===== src/rtl/slcfp_pkg.sv =====
// Shared types, constants and the CRC-16 step for the sync/length/CRC frame parser.
// No dependencies; imported by the top level and the checker.
package slcfp_pkg;

  localparam int MAX_PAYLOAD_DEF = 32;

  localparam int BYTE_W  = 8;
  localparam int INDEX_W = 5;
  localparam int LENGTH_W = 6;
  localparam int CFG_IDX_W = 1;

  localparam logic [BYTE_W-1:0] SYNC_FIRST_RST  = 8'h39;
  localparam logic [BYTE_W-1:0] SYNC_SECOND_RST = 8'h93;

  localparam logic [15:0] CRC_INIT = 16'hFFFF;
  localparam logic [15:0] CRC_POLY = 16'hA001;

  // configuration register indexes
  localparam logic [CFG_IDX_W-1:0] REG_SYNC_FIRST  = 1'b0;
  localparam logic [CFG_IDX_W-1:0] REG_SYNC_SECOND = 1'b1;

  typedef enum logic [3:0] {
    PH_SYNC1,
    PH_SYNC2,
    PH_CMD,
    PH_LEN_HI,
    PH_LEN_LO,
    PH_DATA,
    PH_CRC_HI,
    PH_CRC_LO,
    PH_REPLAY
  } phase_t;

  // Modbus CRC-16, reflected, one byte
  function automatic logic [15:0] crc16_update(input logic [15:0] crc_in,
                                               input logic [BYTE_W-1:0] b);
    logic [15:0] c;
    c = crc_in ^ {8'h00, b};
    for (int k = 0; k < 8; k++) begin
      if (c[0]) begin
        c = (c >> 1) ^ CRC_POLY;
      end else begin
        c = c >> 1;
      end
    end
    return c;
  endfunction

endpackage


===== src/rtl/slcfp_ram.sv =====
// Generic single-write, single-read RAM with registered read data.
// No dependencies.
module slcfp_ram #(
  parameter int WIDTH = 8,
  parameter int DEPTH = 32,
  localparam int AW = (DEPTH > 1) ? $clog2(DEPTH) : 1
) (
  input  logic             clk,
  input  logic             we,
  input  logic [AW-1:0]    waddr,
  input  logic [WIDTH-1:0] wdata,
  input  logic             re,
  input  logic [AW-1:0]    raddr,
  output logic [WIDTH-1:0] rdata
);

  logic [WIDTH-1:0] mem [DEPTH];

  always_ff @(posedge clk) begin
    if (we) begin
      mem[waddr] <= wdata;
    end
    if (re) begin
      rdata <= mem[raddr];
    end
  end

endmodule


===== src/rtl/sync_length_crc_frame_parser.sv =====
// Sync / length / CRC-16 (Modbus) frame parser, top level.
// Depends on slcfp_pkg and slcfp_ram (payload store).
//
// Takes one received byte per cycle while parsing: two sync bytes, a command byte, a
// big-endian 16-bit length, the payload and a CRC (high byte first). After a frame whose
// CRC matches, input stalls while the payload is replayed from the store, one read at a
// time (registered read of the store feeding the output register); an empty frame
// gives one result marked empty. Bad CRC and over-long frames are dropped silently.
module sync_length_crc_frame_parser
  import slcfp_pkg::*;
#(
  parameter int MAX_PAYLOAD = MAX_PAYLOAD_DEF
) (
  input  logic                 clk,
  input  logic                 rst,
  // byte input
  input  logic                 in_valid,
  output logic                 in_ready,
  input  logic [BYTE_W-1:0]    rx_byte,
  // result output
  output logic                 out_valid,
  input  logic                 out_ready,
  output logic [BYTE_W-1:0]    frame_command,
  output logic [BYTE_W-1:0]    data_byte,
  output logic [INDEX_W-1:0]   byte_index,
  output logic [LENGTH_W-1:0]  payload_length,
  output logic                 empty_payload,
  output logic                 last,
  // configuration writes
  input  logic                 cfg_valid,
  output logic                 cfg_ready,
  input  logic [CFG_IDX_W-1:0] cfg_index,
  input  logic [BYTE_W-1:0]    cfg_data
);

  localparam int CNT_W  = $clog2(MAX_PAYLOAD + 1);
  localparam int ADDR_W = (MAX_PAYLOAD > 1) ? $clog2(MAX_PAYLOAD) : 1;

  phase_t phase, phase_next;

  logic [BYTE_W-1:0] sync_first, sync_second;
  logic [BYTE_W-1:0] cmd, len_hi, crc_hi;
  logic [CNT_W-1:0]  exp_len, rx_count, rd_ptr, rd_idx;
  logic [15:0]       crc;
  logic              rd_pending, rd_last;

  logic              slot_free, too_long, crc_good, ptr_at_end;
  logic              ram_we, rd_issue, load_empty;
  logic [CNT_W-1:0]  count_inc;
  logic [BYTE_W-1:0] ram_rdata;

  assign cfg_ready  = 1'b1;
  assign slot_free  = !out_valid || out_ready;
  assign too_long   = (len_hi != '0) || (rx_byte > BYTE_W'(MAX_PAYLOAD));
  assign crc_good   = ({crc_hi, rx_byte} == crc);
  assign count_inc  = rx_count + CNT_W'(1);
  assign ptr_at_end = ((rd_ptr + CNT_W'(1)) == rx_count);

  // next state
  always_comb begin
    phase_next = phase;
    unique case (phase)
      PH_SYNC1: begin
        if (in_valid && rx_byte == sync_first) phase_next = PH_SYNC2;
      end
      PH_SYNC2: begin
        if (in_valid) phase_next = (rx_byte == sync_second) ? PH_CMD : PH_SYNC1;
      end
      PH_CMD: begin
        if (in_valid) phase_next = PH_LEN_HI;
      end
      PH_LEN_HI: begin
        if (in_valid) phase_next = PH_LEN_LO;
      end
      PH_LEN_LO: begin
        if (in_valid) begin
          priority if (too_long)          phase_next = PH_SYNC1;
          else if (rx_byte == '0)         phase_next = PH_CRC_HI;
          else                            phase_next = PH_DATA;
        end
      end
      PH_DATA: begin
        if (in_valid && count_inc >= exp_len) phase_next = PH_CRC_HI;
      end
      PH_CRC_HI: begin
        if (in_valid) phase_next = PH_CRC_LO;
      end
      PH_CRC_LO: begin
        if (in_valid) phase_next = crc_good ? PH_REPLAY : PH_SYNC1;
      end
      PH_REPLAY: begin
        if (slot_free && !rd_pending && (rx_count == '0 || ptr_at_end)) begin
          phase_next = PH_SYNC1;
        end
      end
      default: phase_next = PH_SYNC1;
    endcase
  end

  // outputs of the state machine
  always_comb begin
    in_ready   = 1'b1;
    ram_we     = 1'b0;
    rd_issue   = 1'b0;
    load_empty = 1'b0;
    unique case (phase)
      PH_DATA: begin
        ram_we = in_valid;
      end
      PH_REPLAY: begin
        in_ready = 1'b0;
        if (slot_free && !rd_pending) begin
          load_empty = (rx_count == '0);
          rd_issue   = (rx_count != '0);
        end
      end
      default: begin
        in_ready = 1'b1;
      end
    endcase
  end

  // control state
  always_ff @(posedge clk) begin
    if (rst) begin
      phase       <= PH_SYNC1;
      sync_first  <= SYNC_FIRST_RST;
      sync_second <= SYNC_SECOND_RST;
      rd_pending  <= 1'b0;
      out_valid   <= 1'b0;
      rx_count    <= '0;
      crc         <= CRC_INIT;
    end else begin
      phase      <= phase_next;
      rd_pending <= rd_issue;
      if (cfg_valid && cfg_ready) begin
        unique case (cfg_index)
          REG_SYNC_FIRST:  sync_first  <= cfg_data;
          REG_SYNC_SECOND: sync_second <= cfg_data;
        endcase
      end
      if (load_empty || rd_pending) begin
        out_valid <= 1'b1;
      end else if (out_ready) begin
        out_valid <= 1'b0;
      end
      if (in_valid && in_ready) begin
        if (phase == PH_SYNC1 && rx_byte == sync_first) begin
          rx_count <= '0;
          crc      <= CRC_INIT;
        end else if (phase == PH_DATA) begin
          rx_count <= count_inc;
          crc      <= crc16_update(crc, rx_byte);
        end
      end
    end
  end

  // frame fields and replay pointer
  always_ff @(posedge clk) begin
    if (in_valid && in_ready) begin
      unique case (phase)
        PH_CMD:    cmd     <= rx_byte;
        PH_LEN_HI: len_hi  <= rx_byte;
        PH_LEN_LO: exp_len <= CNT_W'(rx_byte);
        PH_CRC_HI: crc_hi  <= rx_byte;
        PH_CRC_LO: rd_ptr  <= '0;
        default: ;
      endcase
    end
    if (rd_issue) begin
      rd_ptr  <= rd_ptr + CNT_W'(1);
      rd_idx  <= rd_ptr;
      rd_last <= ptr_at_end;
    end
  end

  // output register, loaded from the store read or with the empty-frame result
  always_ff @(posedge clk) begin
    if (load_empty) begin
      frame_command  <= cmd;
      data_byte      <= '0;
      byte_index     <= '0;
      payload_length <= '0;
      empty_payload  <= 1'b1;
      last           <= 1'b1;
    end else if (rd_pending) begin
      frame_command  <= cmd;
      data_byte      <= ram_rdata;
      byte_index     <= INDEX_W'(rd_idx);
      payload_length <= LENGTH_W'(rx_count);
      empty_payload  <= 1'b0;
      last           <= rd_last;
    end
  end

  slcfp_ram #(
    .WIDTH (BYTE_W),
    .DEPTH (MAX_PAYLOAD)
  ) u_store (
    .clk   (clk),
    .we    (ram_we),
    .waddr (rx_count[ADDR_W-1:0]),
    .wdata (rx_byte),
    .re    (rd_issue),
    .raddr (rd_ptr[ADDR_W-1:0]),
    .rdata (ram_rdata)
  );

endmodule


===== config.mk =====
export PLATFORM = sky130hd
export DESIGN_NAME = sync_length_crc_frame_parser
export DESIGN_NICKNAME = d
export VERILOG_FILES = /design/src/rtl/slcfp_pkg.sv /design/src/rtl/slcfp_ram.sv /design/src/rtl/sync_length_crc_frame_parser.sv
export SDC_FILE = /design/constraint.sdc
export NUM_CORES = 1
export LEC_CHECK = 0
export BUFFER_PORTS_ARGS = -buffer_cell sky130_fd_sc_hd__buf_2
export CAP_MARGIN = 15
export CORE_MARGIN = 2
export CORE_UTILIZATION = 25
export DETAILED_ROUTE_END_ITERATION = 7
export SYNTH_ARGS = -nofsm -noshare
export SYNTH_HDL_FRONTEND = slang
export SYNTH_SLANG_ARGS = --single-unit

===== constraint.sdc =====
create_clock -name clk -period 4.9 [get_ports clk]
set_input_delay 0.245 -clock clk [delete_from_list [all_inputs] [get_ports clk]]
set_output_delay 0.245 -clock clk [all_outputs]
set_load 0.02 [all_outputs]

# Word level (Yosys, flattened, before mapping)
# Memory sizes are Yosys's and may differ from the RTL's. A register that Yosys moved wholly into a read port is not among the register bits.
# Index checks and enable logic that the tools add are counted.
# classes
n_mux	69
n_reduce_logical	31
n_eq_ne	21
add_sub_neg	2
bitwise	10
magnitude_cmp	2
# op_table
operator	n
$mux 16	38
$mux 4	10
$pmux 4 s9	1
$mux 6	5
$not 2->3	8
$ne 2x2->1 const B	9
$eq 16x16->1	1
$eq 4x3->1 const B	4
$eq 8x8->1	2
$mux 8	2
$reduce_and 2->1	8
$xor 16x8->16	1
$add 6x1->6 const B	2
$mux 1	10
$reduce_bool 2->1	5
$reduce_and 9->1	1
$eq 4x2->1 const B	2
$gt 8x6->1 const B	1
$logic_not 8->1	1
$reduce_bool 8->1	1
$eq 6x6->1	1
$ge 6x6->1	1
$logic_and 1x1->1	6
$logic_not 6->1	1
9 further kinds	14
# word_totals
out_inout_bits	32
input_bits	22
elab_cells	156
mem_bits_rw	256
ff_bits	115
n_memories	1
# memory_table
memory	depth	width	rd	rd_clocked_by_memory_dff	wr	line_no	source
u_store.mem	32	8	1	1	1	slcfp_ram.sv:17	logic [WIDTH-1:0] mem [DEPTH];

# Longest topological paths before layout
# logic_depth
depth_word	47
ltp_mapped	10
ltp_nobuf	9

# By module
# Synthesis repeated with hierarchy kept, for this count alone.
# hier_totals
cells_unflattened	873
area_unflattened_um2	15194.6
# modules_own_cells
module	seq_area_each_um2	instances	area_each_um2	cells_each
slcfp_ram	7927.6	1	10133.5	417
sync_length_crc_frame_parser	2802.7	1	5061.1	456

# Least setup slack after synthesis
# OpenSTA, ideal clock, no wires.
# synth_timing
path_type	reg-to-reg
startpoint	reg rd_ptr[0]
endpoint	reg u_store.rdata[7], read port of u_store.mem (data pin)
path_slack_ns	2.373
required_ns	4.640
setup_time_ns	0.260
arrival_time_ns	2.268
path_stages_with_launch	6
n_path_buf	2
period_less_slack_ns	2.527
path_cell_list	edfxtp_1 -> buf_2 -> buf_1 -> mux4_2 -> mux4_2 -> mux2_2
# synth_lines
element	line_no	source
from (decl)	sync_length_crc_frame_parser.sv:43	logic [CNT_W-1:0] exp_len, rx_count, rd_ptr, rd_idx;
from (signal assigned)	sync_length_crc_frame_parser.sv:172	rd_ptr <= rd_ptr + CNT_W'(1);
to (decl)	slcfp_ram.sv:14	output logic [WIDTH-1:0] rdata

==> results_dict.tcl <==
set metrics [dict create \
    vias 8003 \
    final_layout_size_suffix_gt1_share_pct 22.06 \
    power_switching_w 0.001320 \
    power.internal_w 0.005271 \
    syn_area_per_cell_um2 16.96 \
    ys_warn_count 0 \
    via_per_inst 4.483 \
    switching_share_pct 20.03 \
    hold_ws_ps 68.94 \
    stdcell_count 1785 \
    grt_pass1_vias 8109 \
    clk_latency_ps 540 \
    cts.sinks 379 \
    cts_buffer_depth 3 \
    dieArea_um2 62990 \
    grt_util_met3_pct 1.905 \
    wl_mm 34.08 \
    rows 90 \
    overflow 0 \
    final_area_um2 17800 \
    cts_made_buffers 41 \
    seq_area_frac_synth_pct 70.36 \
    multi_input_area_um2 4220 \
    crit_top_cell "mux4_2" \
    fin_crit_sh_pct 62.48 \
    synth_area_um2 15250 \
    fin_setup_tns_ps 0 \
    placed_cells 1700 \
    hold_class "primary input to flop" \
    die_height_um 251.0 \
    slew_viol_final 0 \
    crit_path_end_kind "flop" \
    path_cells "buf_4 > mux4_2 > mux4_2 > mux2_2" \
    syn_to_final_growth_pct 16.71 \
    seqPwrFrac_pct 53.0 \
    wl_per_cell_um 19.09 \
    finalSetupViolations 0 \
    required_ps 5200 \
    clockRootBuffer "clkbuf_16" \
    synthFlopType "edfxtp_1" \
    grt_pass1_wl_mm 50.99 \
    worstSetupPathType "flop to flop" \
    initial_utilization_pct 25.27 \
    antenna_found_initial 2 \
    cts_tree "built" \
    pwr-share-clk_pct 44.7 \
    powerDensity_nw_per_um2 370.3 \
    h-tree-depth 2 \
    most-common-layout-cells "314 x edfxtp_1, 80 x mux4_2, 73 x nor2_1" \
    track_usage_pct 10.76 \
    drt_iter0_markers 639 \
    ys_seq_elements 379 \
    cp-start-kind "flop" \
    coreArea_um2 60360 \
    drt-pass1-iter-count 5 \
    grt.busiest_layer "met2" \
    placed_cell_area_um2 16410 \
    netlist_instances 899 \
    crit_fanout 25 \
    cts_setup_buffers 0 \
    use_met2_pct 18.56 \
    worstMarginPinSlew_ps 985.0 \
    port_buffers 52 \
    ant_nets 0 \
    async_reset_ff_share_pct 0 \
    final_nets 1006 \
    leakagePower_nw 5.660 \
    place.gp.congestion 0.8038 \
    arrival_ps 3360 \
    dp_hpwl_mm 21.82 \
    finalHoldViolCount 0 \
    path_clk_slew_ps 60 \
    postSynthNetCount 935 \
    critPathSlowestCell "edfxtp_1" \
    yosys.cell_types.count 52 \
    min_period_ps 3062 \
    die_w_um 251.0 \
    fillCellCount 5992 \
    final_common_cell "edfxtp_1" \
    rsz0062_at_grt "no" \
    p_comb_share_pct 2.3 \
    relSlewSlack_pct 34.09 \
    met1_usage_pct 13.61 \
    drv_cap 0 \
    clock-skew-final_ps 25.60 \
    outcome "finished, final reports clean" \
    ir_worst_vdd_uv 207.2 \
    power_w 0.006591 \
    max_stage_delay_ps 860 \
    max_freq_ghz 0.3266 \
    regArea_um2 10730 \
    grt_start_max_net_pins 66 \
    drc 0 \
    synth-edff-count 314 \
    io_pins 54 \
]
## timing repair
| action | CTS | global route |
|---|---|---|
| endpoints found under the setup margin | 0 | 0 |
| hold buffers | 8 | 0 |
| resized for setup | 0 | 0 |
| hold endpoints to repair | 16 | 0 |
## critical path, delay by kind of cell (launching register included)
family / cells / cell delay, ps
buffers and inverters: 1 / 560
flip-flops: 1 / 860
multiplexers: 3 / 1380
## cells in the mapped netlist (all sizes together), types with 2 or more instances
master	n	area, um^2
and2	3	18.77
a21oi	15	75.07
and3	2	12.51
a311o	2	20.02
xnor3	3	67.56
o211ai	2	15.01
nor2b	5	31.28
dfxtp	65	1301
nor4	7	43.79
o41ai	2	25.03
xnor2	42	390.4
edfxtp	314	9429
mux2i	22	220.2
o311ai	3	26.28
a2bb2oi	3	26.28
a211oi	3	22.52
nand2	61	229.0
o21ai	6	30.03
buf	24	136.4
or3	5	36.28
nor2	73	274.0
nand3	30	150.1
or2	4	25.02
ha	14	175.2
nand2b	3	18.77
mux4	80	1802
inv	17	63.81
mux2	8	90.09
clkbuf	28	105.1
nor3	6	30.03
a31oi	2	12.51
nand4	8	50.05
xor2	14	122.6
o22ai	13	81.33
## sequential cells by signal, summed over array words and instances (netlist names), 4 cells and up
register,flops
byte_index,5
cmd,8
crc,16
crc_hi,8
data_byte,8
exp_len,6
frame_command,8
len_hi,8
payload_length,6
phase,4
rd_idx,5
rd_ptr,6
rx_count,6
sync_first,8
sync_second,8
u_store.mem,256
u_store.rdata,8
## kinds of logic (layout without fill, tap and decap cells)
group                    count (synthesis)  after routing  share of synthesized area [%]
XOR/XNOR                                60             60                          3.963
buffers and inverters                   69            172                          2.002
AO/OA/AOI/OAI                           56             56                          2.462
adder cells (fa/ha/maj)                 14             14                          1.149
AND/OR/NAND/NOR                        210            210                          6.186
flip-flops                             379            379                          70.36
other                                    1              2                        0.02459
multiplexers                           110            110                          13.85
## area by class of cell
class                   count  area share [%]
clock buffers              56           6.369
diodes                      1         0.01406
flip-flops and latches    379           60.29
well taps                 782           5.497
multi-input cells         451           23.71
repair buffers             80           2.826
inverters                  17          0.3585
clock inverters            19          0.9350
## through the flow
stage                     utilization [%]  worst slack, ps
final                               29.49             1838
after floorplan                         -             2373
after detailed placement            27.18             1757
after global placement              27.18             1763
after global routing                29.49             1600
after CTS                           29.47             1741
## routing by layer
metal / vias to the layer above / wire length (um)
met4: 0 / 983
met5: - / 0
met1: 4120 / 14220
met3: 56 / 1613
li1: 3611 / -
met2: 216 / 17270
## power by group through the flow
| stage | clock network (W) | registers (W) | logic (W) |
|---|---|---|---|
| after floorplan | 0 | 0.00356 | 0.0000734 |
| after global placement | 0 | 0.00356 | 0.000146 |
| after detailed placement | 0 | 0.00356 | 0.000148 |
| after CTS | 0.00301 | 0.00349 | 0.000153 |
| after global routing | 0.00315 | 0.00349 | 0.000166 |
| final | 0.00295 | 0.00349 | 0.000151 |
## path summary, 6_finish.rpt
| path | start | endpoint | slack (ps) | cells after the start |
|---|---|---|---|---|
| setup reg to reg | rd_ptr[0]$_SDFFCE_PN0P_ | u_store.rdata[3]$_DFFE_PP_ | 1840 | 4 |
| setup / recovery | rd_ptr[0]$_SDFFCE_PN0P_ | u_store.rdata[3]$_DFFE_PP_ | 1840 | 4 |
| hold / removal | cfg_valid | sync_second[3]$_SDFFE_PP0P_ | 70 | 3 |
| hold reg to reg | cmd[6]$_DFFE_PP_ | frame_command[6]$_DFFE_PP_ | 420 | 0 |
Note: power is estimated with default switching activity, not from simulation.
